==> src/hw/rtl/vbpc_pkg.sv <==
// shared types, constants and helpers for the vehicle box / point collision unit
package vbpc_pkg;

	localparam int COORD_W = 32;
	localparam int CFG_W   = 24;
	localparam int TRIG_W  = 16;
	localparam int CIDX_W  = 2;

	typedef logic signed [COORD_W-1:0] coord_t;

	localparam coord_t COORD_MAX = 32'sh7FFF_FFFF;
	localparam coord_t COORD_MIN = 32'sh8000_0000;

	typedef enum logic {
		FUNC_POSE  = 1'b0,
		FUNC_POINT = 1'b1
	} func_t;

	typedef enum logic [CIDX_W-1:0] {
		CFG_REAR_OVERHANG  = 2'd0,
		CFG_WHEELBASE      = 2'd1,
		CFG_FRONT_OVERHANG = 2'd2,
		CFG_VEHICLE_WIDTH  = 2'd3
	} cfg_idx_t;

	// item as it enters the box stage: point coords plus partial corner bounds
	typedef struct packed {
		func_t  func;
		logic   last;
		coord_t x;
		coord_t y;
		coord_t min_x_a;
		coord_t max_x_a;
		coord_t min_y_a;
		coord_t max_y_a;
		coord_t min_x_b;
		coord_t max_x_b;
		coord_t min_y_b;
		coord_t max_y_b;
	} s5_item_t;

	function automatic coord_t smin(coord_t a, coord_t b);
		return (a < b) ? a : b;
	endfunction

	function automatic coord_t smax(coord_t a, coord_t b);
		return (a > b) ? a : b;
	endfunction

endpackage

==> src/hw/rtl/vbpc_box_unit.sv <==
// bounding box state, sticky hit flag and result register
module vbpc_box_unit
	import vbpc_pkg::*;
(
	input  logic     clk,
	input  logic     arst_n,
	input  logic     v_s5,
	input  s5_item_t item_s5,
	output logic     go,
	output logic     out_valid,
	input  logic     out_ready,
	output logic     collision
);

	coord_t box_min_x_q, box_max_x_q, box_min_y_q, box_max_y_q;
	logic   hit_q;
	logic   out_valid_q, collision_q;

	coord_t new_min_x, new_max_x, new_min_y, new_max_y;
	logic   out_free, retire, inbox, hit_next, res_bit;

	assign out_free = !out_valid_q || out_ready;
	// items that do not end a list never need the result slot
	assign go       = !v_s5 || !item_s5.last || out_free;
	assign retire   = v_s5 && go;

	always_comb begin
		new_min_x = smin(item_s5.min_x_a, item_s5.min_x_b);
		new_max_x = smax(item_s5.max_x_a, item_s5.max_x_b);
		new_min_y = smin(item_s5.min_y_a, item_s5.min_y_b);
		new_max_y = smax(item_s5.max_y_a, item_s5.max_y_b);
		inbox = (item_s5.x >= box_min_x_q) && (item_s5.x <= box_max_x_q) &&
			(item_s5.y >= box_min_y_q) && (item_s5.y <= box_max_y_q);
		hit_next = hit_q || inbox;
		res_bit  = (item_s5.func == FUNC_POINT) ? hit_next : 1'b0;
	end

	always_ff @(posedge clk or negedge arst_n) begin
		if (!arst_n) begin
			box_min_x_q <= COORD_MAX;
			box_max_x_q <= COORD_MIN;
			box_min_y_q <= COORD_MAX;
			box_max_y_q <= COORD_MIN;
			hit_q       <= 1'b0;
		end else if (retire) begin
			if (item_s5.func == FUNC_POSE) begin
				box_min_x_q <= new_min_x;
				box_max_x_q <= new_max_x;
				box_min_y_q <= new_min_y;
				box_max_y_q <= new_max_y;
				hit_q       <= 1'b0;
			end else begin
				hit_q <= hit_next;
			end
		end
	end

	always_ff @(posedge clk or negedge arst_n) begin
		if (!arst_n) begin
			out_valid_q <= 1'b0;
		end else if (retire && item_s5.last) begin
			out_valid_q <= 1'b1;
		end else if (out_ready) begin
			out_valid_q <= 1'b0;
		end
	end

	always_ff @(posedge clk) begin
		if (retire && item_s5.last) begin
			collision_q <= res_bit;
		end
	end

	assign out_valid = out_valid_q;
	assign collision = collision_q;

`ifndef SYNTHESIS
	a_pose_clears_hit: assert property (@(posedge clk) disable iff (!arst_n)
		retire && item_s5.func == FUNC_POSE |=> !hit_q)
		else $error("hit flag not cleared by pose");

	a_pose_last_zero: assert property (@(posedge clk) disable iff (!arst_n)
		retire && item_s5.func == FUNC_POSE && item_s5.last |=> out_valid_q && !collision_q)
		else $error("pose ending a list must report no collision");

	a_hit_sticky: assert property (@(posedge clk) disable iff (!arst_n)
		retire && item_s5.func == FUNC_POINT && hit_q |=> hit_q)
		else $error("hit flag dropped by a point");

	a_result_matches_flag: assert property (@(posedge clk) disable iff (!arst_n)
		retire && item_s5.func == FUNC_POINT && item_s5.last |=> collision_q == hit_q)
		else $error("result differs from hit flag");
`endif

endmodule

==> config.mk <==
export PLATFORM = sky130hd
export DESIGN_NAME = vbpc_box_unit
export DESIGN_NICKNAME = d
export VERILOG_FILES = /design/src/hw/rtl/vbpc_pkg.sv /design/src/hw/rtl/vbpc_box_unit.sv
export SDC_FILE = /design/constraint.sdc
export NUM_CORES = 1
export LEC_CHECK = 0
export ABC_CLOCK_PERIOD_IN_PS = 2900
export BUFFER_PORTS_ARGS = -buffer_cell sky130_fd_sc_hd__buf_2
export CAP_MARGIN = 20
export CORE_UTILIZATION = 25
export CTS_BUF_LIST = sky130_fd_sc_hd__clkbuf_8
export DETAILED_ROUTE_END_ITERATION = 10
export GPL_TIMING_DRIVEN = 0
export PLACE_DENSITY = 0.52
export SETUP_SLACK_MARGIN = 0.15
export SYNTH_ARGS = -nofsm -noshare
export SYNTH_HDL_FRONTEND = slang
export SYNTH_SLANG_ARGS = --single-unit
==> constraint.sdc <==
create_clock -name clk -period 2.9 [get_ports clk]
set_clock_uncertainty 0.2 [all_clocks]
set_input_delay 0.58 -clock clk [delete_from_list [all_inputs] [get_ports clk]]
set_output_delay 0.58 -clock clk [all_outputs]
set_load 0.05 [all_outputs]
* Word-level counts from Yosys, hierarchy flattened
Index checks and enable logic that the tools add are counted.
** Word-level totals
- Register bits :: 131
- Input bits :: 326
- Output and inout port bits :: 3
- Logic and storage cells :: 37
** Cells by class
- $lt $le $gt $ge :: 8
- Muxes and demuxes :: 7
- Bitwise gates (word level) :: 1
- Reductions and logical operators :: 14
** Operators by type and width (number)
- 32-bit two-way mux :: 4
- 32-bit greater-or-equal comparator :: 2
- 32-bit > comparator :: 2
- 32-bit less-or-equal comparator :: 2
- 32-bit less-than comparator :: 2
- 1-bit logical AND :: 5
- 1-bit logical OR :: 4
- 1-bit logical NOT :: 3
- 1-bit two-way mux :: 3
- 2-bit AND reduction :: 1
- 2-bit nonzero test :: 1
- 1-bit NOT :: 1

* Longest topological paths before layout
Gate-level depths: netlist (run 1).
- Word-level depth :: 6
- Mapped depth :: 11
- Mapped depth without buffers :: 10

* Worst setup path before layout (run 1)
No wires, ideal clock.
- Kind :: in2reg
- From :: input port item_s5[21] (netlist bit)
- To :: register box_max_y_q[10]
- Library setup time :: 0.132 ns
- Arrival :: 2.671 ns
- Required time :: 2.568 ns
- Setup slack :: -0.103 ns
- Stages :: 11
- Path buffers :: 1
- Cells stage by stage :: inv_1 -> ha_1 -> a21o_1 -> a21o_1 -> a21oi_1 -> nor2_1 -> or4_1 -> o21ai_4 -> buf_12 -> mux2i_1 -> o21ai_1
** On the way
- Word-level cells in the longest chain between the ends :: 2
** Ends and longest elaborated chain
- from (decl) :: RTL line vbpc_box_unit.sv:8 : input s5_item_t item_s5,
- 32-bit > comparator :: RTL line vbpc_pkg.sv:47 : return (a > b) ? a : b;
- 32-bit two-way mux :: RTL line vbpc_pkg.sv:47
- to (signal assigned) :: RTL line vbpc_box_unit.sv:50 : box_max_y_q <= new_max_y;
- to (decl) :: RTL line vbpc_box_unit.sv:15 : coord_t box_min_x_q, box_max_x_q, box_min_y_q, box_max_y_q;
Every way passes these cells.
A chain may end at the register's enable or synchronous reset.

* Final worst setup path (run 1)
- From :: register box_min_x_q[11]
- To :: register collision_q (netlist: collision), data pin
** On the way
- Word-level cells in the longest chain between the ends :: 6
** Ends and longest elaborated chain
- from (decl) :: RTL line vbpc_box_unit.sv:15
- from (signal assigned) :: RTL line vbpc_box_unit.sv:47 : box_min_x_q <= new_min_x;
- 32-bit greater-or-equal comparator :: RTL line vbpc_box_unit.sv:32 : inbox = (item_s5.x >= box_min_x_q) && (item_s5.x <= box_max_x_q) &&
- 1-bit logical AND (2 in a row) :: RTL line vbpc_box_unit.sv:32
- 1-bit logical AND :: RTL line vbpc_box_unit.sv:33 : (item_s5.y >= box_min_y_q) && (item_s5.y <= box_max_y_q);
- 1-bit logical OR :: RTL line vbpc_box_unit.sv:34 : hit_next = hit_q || inbox;
- 1-bit two-way mux
- to (signal assigned) :: RTL line vbpc_box_unit.sv:70 : collision_q <= res_bit;
- to (decl) :: RTL line vbpc_box_unit.sv:17 : logic out_valid_q, collision_q;
Every way passes these cells.

==> flow_metrics.py, run 1 <==
metrics = {
    "status": {
        "status": "finished, violations left",
        "violations": "setup timing",
    },
    "floorplanning": {
        "pin_count": 329,
        "die_area_um2": 51500,
        "row_count": 82,
        "design.core.area_um2": 50100,
        "die_h_um": 227,
        "start_util_pct": 25.3,
        "chipWidth_um": 227,
    },
    "worst_setup_path": {
        "worstPathRequired_ns": 3.06,
        "cp_max_fo": 3,
        "arrival_ns": 3.12,
        "critPathLaunchType": "register",
        "end_kind": "register",
        "path_class": "register to register",
    },
    "pwr": {
        "leakagePower_uw": 0.00862,
        "vdd_drop_max_mv": 0.311,
        "p_per_area_nw_per_um2": 443,
    },
    "worst_hold_path": {
        "hold_class": "input pin to register",
    },
    "cts": {
        "clk_latency_ns": 0.54,
        "cts_max_level": 4,
        "cts_buffer_depth": 2,
        "cts_tree": "yes",
        "cts_sinks": 131,
        "path_clk_slew_ns": 0.08,
        "root_buffer": "clkbuf_8",
        "cts_buffers": 17,
    },
    "global_route": {
        "track_usage_pct": 16.7,
        "grt_antenna_before_repair": 23,
        "grt_pass1_vias": 12100,
        "grt_pass1_wl_mm": 64.7,
        "grt_max_degree": 91,
        "grt-ovfl-total": 0,
    },
    "drt": {
        "ant_nets": 0,
        "vias_per_cell": 4.71,
        "drcViolationCount": 0,
        "avgRoutedWirePerCell_um": 16.7,
        "num_vias": 12200,
        "first_pass_iters": 5,
        "first_iter_violations": 508,
        "wl_mm": 43.3,
    },
    "sta": {
        "fin_crit_ns": 2.96,
        "drv_slew": 0,
        "fmaxAchievable_ghz": 0.338,
        "worst_pin_slew_ns": 0.650,
        "layout_worst_path_cycle_share_pct": 102,
        "slew-limit-headroom_pct": 56.7,
        "setup_slack_ns": -0.0561,
        "rsz0062_at_grt": "true",
        "hold_viol_final": 0,
        "whs_ns": 0.0781,
        "finalSetupTns_ns": -0.0561,
        "setup_viol": 1,
    },
    "placement": {
        "routabilityCongestion": 0.875,
        "placed_cells": 2519,
        "dp_slack_ns": -0.643,
        "post_dp_cell_area_um2": 15300,
        "port_buffers": 328,
        "hpwl_mm": 36.5,
    },
    "final_layout": {
        "stdcell_count": 2584,
        "nets": 2464,
        "fin_area_um2": 16600,
        "area_delta_synth_final_pct": 30.9,
        "drive_above_1_share_pct": 28.6,
    },
    "synth": {
        "synth.net_count": 2098,
        "ys_ff_latch": 131,
        "ys_types": 55,
        "synth_flop_cell": "dfrtp_1",
        "async_reset_ff_share_pct": 99.2,
        "synth_cells": 1518,
        "synth_top_area_cell": "ha_1",
        "ys_warn_count": 0,
        "synth_area_um2": 12700,
        "synth.most_common_cell": "inv_1",
        "synth_top_area_share_pct": 25.1,
        "synthTopCellsByArea": "ha_1 (25%), dfstp_2 (13%), dfrtp_1 (13%)",
        "ys_seq_area_share_pct": 26.6,
        "avgSynthCellArea_um2": 8.34,
        "synth_edf_count": 1,
        "netlist_top_cells_count": "inv_1 (261), ha_1 (254), a21oi_1 (116)",
    },
    "flow_run": {
        "maxCapViolCount": 0,
    },
}
## final cells by class
| class | instances | area [um2] |
|---|---|---|
| clock buffer | 18 | 248 |
| antenna | 15 | 37.5 |
| tap | 672 | 841 |
| buffer | 49 | 367 |
| inverter | 261 | 990 |
| fill | 5382 | 33500 |
| clock inverter | 14 | 188 |
| multi-input combinational | 1077 | 8570 |
| sequential | 131 | 3360 |
| timing repair buffer | 347 | 1970 |
## placed cells by master (no fill, tap or decap), types with 5 or more instances in the layout
master and count:
o211ai_1 11, a21o_1 46, mux2i_2 9, clkbuf_8 23
mux2i_1 78, nand3_1 41, nor2_1 96, nor2b_1 11
a21oi_1 110, dfrtp_1 66, buf_4 11, o21ai_1 74
inv_1 249, ha_1 237, buf_2 318, nand2_1 112
clkbuf_1 30, buf_6 11, diode_2 15, nand2b_1 5
a31oi_1 34, o21ai_0 55, mux2i_4 11, buf_12 8
o21a_1 9, nand4_1 47, inv_2 11, nor3_1 8
a21oi_2 6, ha_4 16, dfstp_2 64
## through the flow
stage | utilization (%) | total power [uW]
2_1_floorplan | - | 4290
3_3_place_gp | 30.6 | 5180
3_5_place_dp | 30.7 | 5280
4_1_cts | 32.0 | 7250
5_1_grt | 33.1 | 7910
6_report | 33.1 | 7350
## layer usage
| metal | GRT usage, % | wire (um) | share of wire (%) | up-vias |
|---|---|---|---|---|
| met5 | 0 | 148 | 0.34 | - |
| met4 | 6.65 | 1190 | 2.8 | 24 |
| met3 | 4.30 | 2390 | 5.5 | 77 |
| met2 | 28.1 | 20400 | 47 | 273 |
| met1 | 20.2 | 19200 | 44 | 5733 |
| li1 | - | - | - | 6068 |
## sequential cells by signal, summed over array words and instances, names as in the netlist
name and flops:
box_min_y_q 32, box_max_y_q 32, box_min_x_q 32, out_valid 1
box_max_x_q 32, hit_q 1, collision 1
## cell families after synthesis
group | after synthesis | share of synthesized area, %
AO/OA/AOI/OAI | 377 | 17.6
XOR/XNOR | 2 | 0.198
adder cells (fa/ha/maj) | 254 | 25.1
buffers and inverters | 310 | 9.95
flip-flops | 131 | 26.6
multiplexers | 99 | 7.84
AND/OR/NAND/NOR | 345 | 12.7
## critical path, cell delays in order (launching register included)
cell and delay [ns]:
dfstp_2 0.54, inv_1 0.04, ha_1 0.30, a21oi_1 0.16
o21a_1 0.17, a2bb2oi_1 0.27, a31oi_4 0.16, mux2i_4 0.26
a31oi_1 0.20, o221ai_2 0.18, o31ai_2 0.31
## timing repair
action / 4_1_cts / 5_1_grt
pin swaps: 10 / 19
setup buffers: 5 / 8
endpoints found under the hold margin: 34 / 0
hold buffers: 1 / 0
gates resized for setup: 37 / 70
endpoints found under the setup margin: 24 / 71
cloned: 0 / 4
## power by group
part	leakage, uW	internal [uW]	switching (uW)
Sequential	0.00146	2280	179
Combinational	0.00695	1430	1660
Clock	0.000212	951	849
## final timing paths
path	start	end	cells after the start	slack [ns]
min reg2reg	box_min_y_q[26]$_DFFE_PN1P_	box_min_y_q[26]$_DFFE_PN1P_	2	0.27
max	box_min_x_q[11]$_DFFE_PN1P_	collision$_DFFE_PP_	10	-0.06
min in group asynchronous	arst_n	box_max_y_q[5]$_DFFE_PN0P_	2	0.33
max in group asynchronous	arst_n	box_max_x_q[7]$_DFFE_PN0P_	3	1.28
max reg2reg	box_min_x_q[11]$_DFFE_PN1P_	collision$_DFFE_PP_	10	-0.06
min	item_s5[223]	box_max_x_q[31]$_DFFE_PN1P_	3	0.08
(Power assumes the default switching activity.)
==> run 2: changes to the inputs <==
--- a/config.mk
+++ b/config.mk
@@ -8,11 +8,12 @@
 export ABC_CLOCK_PERIOD_IN_PS = 2900
 export BUFFER_PORTS_ARGS = -buffer_cell sky130_fd_sc_hd__buf_2
 export CAP_MARGIN = 20
-export CORE_UTILIZATION = 25
+export CORE_UTILIZATION = 50
 export CTS_BUF_LIST = sky130_fd_sc_hd__clkbuf_8
 export DETAILED_ROUTE_END_ITERATION = 10
 export GPL_TIMING_DRIVEN = 0
-export PLACE_DENSITY = 0.52
+export PLACE_DENSITY = 0.84
+export RECOVER_POWER = 100
 export SETUP_SLACK_MARGIN = 0.15
 export SYNTH_ARGS = -nofsm -noshare
 export SYNTH_HDL_FRONTEND = slang
==> flow_metrics.py, run 2 (same netlist as run 1, synthesis figures left out) <==
metrics = {
    "drt": {
        "avgRoutedWirePerCell_um": 20.0,
        "num_vias": 13300,
        "first_pass_iters": 6,
        "drcViolationCount": 0,
        "ant_nets": 0,
        "wl_mm": 45.0,
        "vias_per_cell": 5.91,
        "first_iter_violations": 1001,
    },
    "worst_setup_path": {
        "end_kind": "register",
        "cp_num_buf_inv": 3,
        "cp_max_fo": 8,
        "cp-startpoint": "item_s5[99]",
        "worstPathRequired_ns": 3.06,
        "arrival_ns": 3.36,
        "path_cells": "buf_2 > inv_2 > ha_4 > a2111oi_0 > o211ai_1 > a211o_1 > a311o_1 > o221ai_4 > clkbuf_16 > mux2i_1 > a21oi_1",
        "critPathSlowestCell": "a2111oi_0",
        "path_class": "input pin to register",
        "critPathTopFamily": "compound AO/OA/AOI/OAI gates",
        "r2r-start": "box_min_x_q[4]$_DFFE_PN1P_",
        "slowest_delay_ns": 0.57,
        "critPathLaunchType": "input pin",
    },
    "pwr": {
        "leakagePower_uw": 0.00870,
        "p_per_area_nw_per_um2": 456,
        "vdd_drop_max_mv": 0.304,
        "power.total_uw": 7790,
    },
    "floorplanning": {
        "die_h_um": 161,
        "row_count": 57,
        "chipWidth_um": 161,
        "start_util_pct": 51.5,
        "pin_count": 329,
        "design.core.area_um2": 24600,
        "die_area_um2": 26000,
    },
    "final_layout": {
        "drive_above_1_share_pct": 33.2,
        "area_delta_synth_final_pct": 34.8,
        "fin_area_um2": 17100,
        "layout_commonest_cell": "buf_2",
        "nets": 2479,
        "mostFrequentLayoutCells": "buf_2 (302), inv_1 (241), ha_1 (220)",
        "fill_cells": 1754,
    },
    "worst_hold_path": {
        "min-delay-start": "item_s5[223]",
        "hold_class": "input pin to register",
    },
    "cts": {
        "root_buffer": "clkbuf_8",
        "clk_latency_ns": 0.47,
        "cts_buffers": 17,
        "path_clk_slew_ns": 0.08,
        "cts_sinks": 131,
        "cts_buffer_depth": 2,
        "cts_max_level": 4,
        "cts_tree": "yes",
    },
    "sta": {
        "whs_ns": 0.168,
        "layout_worst_path_cycle_share_pct": 110,
        "worst_pin_slew_ns": 1.58,
        "setup_viol": 65,
        "hold_viol_final": 0,
        "rsz0062_at_grt": "true",
        "fmaxAchievable_ghz": 0.312,
        "slew-limit-headroom_pct": -5.00,
        "fin_crit_ns": 3.20,
        "setup_slack_ns": -0.300,
        "drv_slew": 60,
    },
    "global_route": {
        "grt_antenna_before_repair": 15,
        "grt_max_degree": 73,
        "grt-ovfl-total": 0,
        "grt_pass1_vias": 13200,
        "grt_pass1_wl_mm": 63.9,
        "track_usage_pct": 31.1,
    },
    "placement": {
        "dp_slack_ns": -0.975,
        "hpwl_mm": 31.2,
        "port_buffers": 328,
        "routabilityCongestion": 0.935,
        "post_dp_cell_area_um2": 14900,
    },
    "flow_run": {
        "maxCapViolCount": 1,
    },
    "status": {
        "violations": "capacitance limit, slew limit, setup timing",
        "status": "finished, violations left",
    },
}
run 2: cell types whose count changed in the layout (fill, tap and decap cells not counted), moves of 8 or more:
cell / previous run / this run
mux2i_4: 11 / 34
o21ai_1: 74 / 87
a21oi_2: 6 / 16
ha_4: 16 / 33
mux2i_2: 9 / 27
buf_2: 318 / 302
o21ai_0: 55 / 37
inv_1: 249 / 241
a21oi_1: 110 / 99
buf_8: 2 / 13
mux2i_1: 78 / 37
ha_1: 237 / 220
run 2: final cells by class:
type | instances | area (um2) | share of cell area, %
plain buffers | 49 | 344 | 2.02
multi-input cells | 1077 | 9230 | 54.1
flip-flops and latches | 131 | 3360 | 19.7
inverters | 261 | 1010 | 5.92
repair buffers | 362 | 2280 | 13.4
diodes | 11 | 27.5 | 0.161
clock inverters | 15 | 169 | 0.990
clock buffers | 17 | 234 | 1.37
well taps | 324 | 405 | 2.38
run 2: metrics by stage:
| stage | setup TNS, ns | cells | util, % |
|---|---|---|---|
| floorplan | 0 | 1518 | - |
| finish | -10.78 | 2247 | 69.4 |
| CTS | -2.98 | 2220 | 65.9 |
| detailed placement | -50.96 | 2171 | 60.6 |
| global route | -13.95 | 2247 | 69.4 |
| global placement | -90.07 | 2170 | 60.5 |
run 2: power by group:
part	switching [uW]	leakage, uW	internal [uW]
Sequential	201	0.00146	2280
Combinational	1920	0.00704	1720
Clock	888	0.000197	787
run 2: repair_timing:
action                                  in CTS  in global routing
setup buffers                               12                 11
resized for setup                          132                140
gates cloned                                 4                  5
endpoints found under the setup margin      35                114
hold buffers                                 1                  0
pin swaps                                   26                 51
hold endpoints to repair                    20                  0
run 2: per-layer routing:
layer  vias up  track usage [%]  routed length, um
met5         -                0                 38
met4         6             14.8               2850
met2       740             53.2              21600
met1      6200             37.5              16900
met3       243             6.11               3620
li1       6101                -                  -
run 2: worst paths after layout:
path	slack (ns)	cells past startpoint	end
worst max-delay path	-0.30	11	box_min_x_q[19]$_DFFE_PN1P_
worst max register to register	0.02	9	collision$_DFFE_PP_
worst min register to register	0.27	2	box_min_y_q[25]$_DFFE_PN1P_
min in group asynchronous	0.83	2	box_max_x_q[4]$_DFFE_PN0P_
worst min-delay path	0.17	3	box_max_x_q[31]$_DFFE_PN1P_
max in group asynchronous	0.27	3	box_max_y_q[21]$_DFFE_PN0P_
run 2: worst min-delay path, stage by stage:
cell and delay (ns):
buf_2 0.12, nand3_2 0.05, a31oi_1 0.07
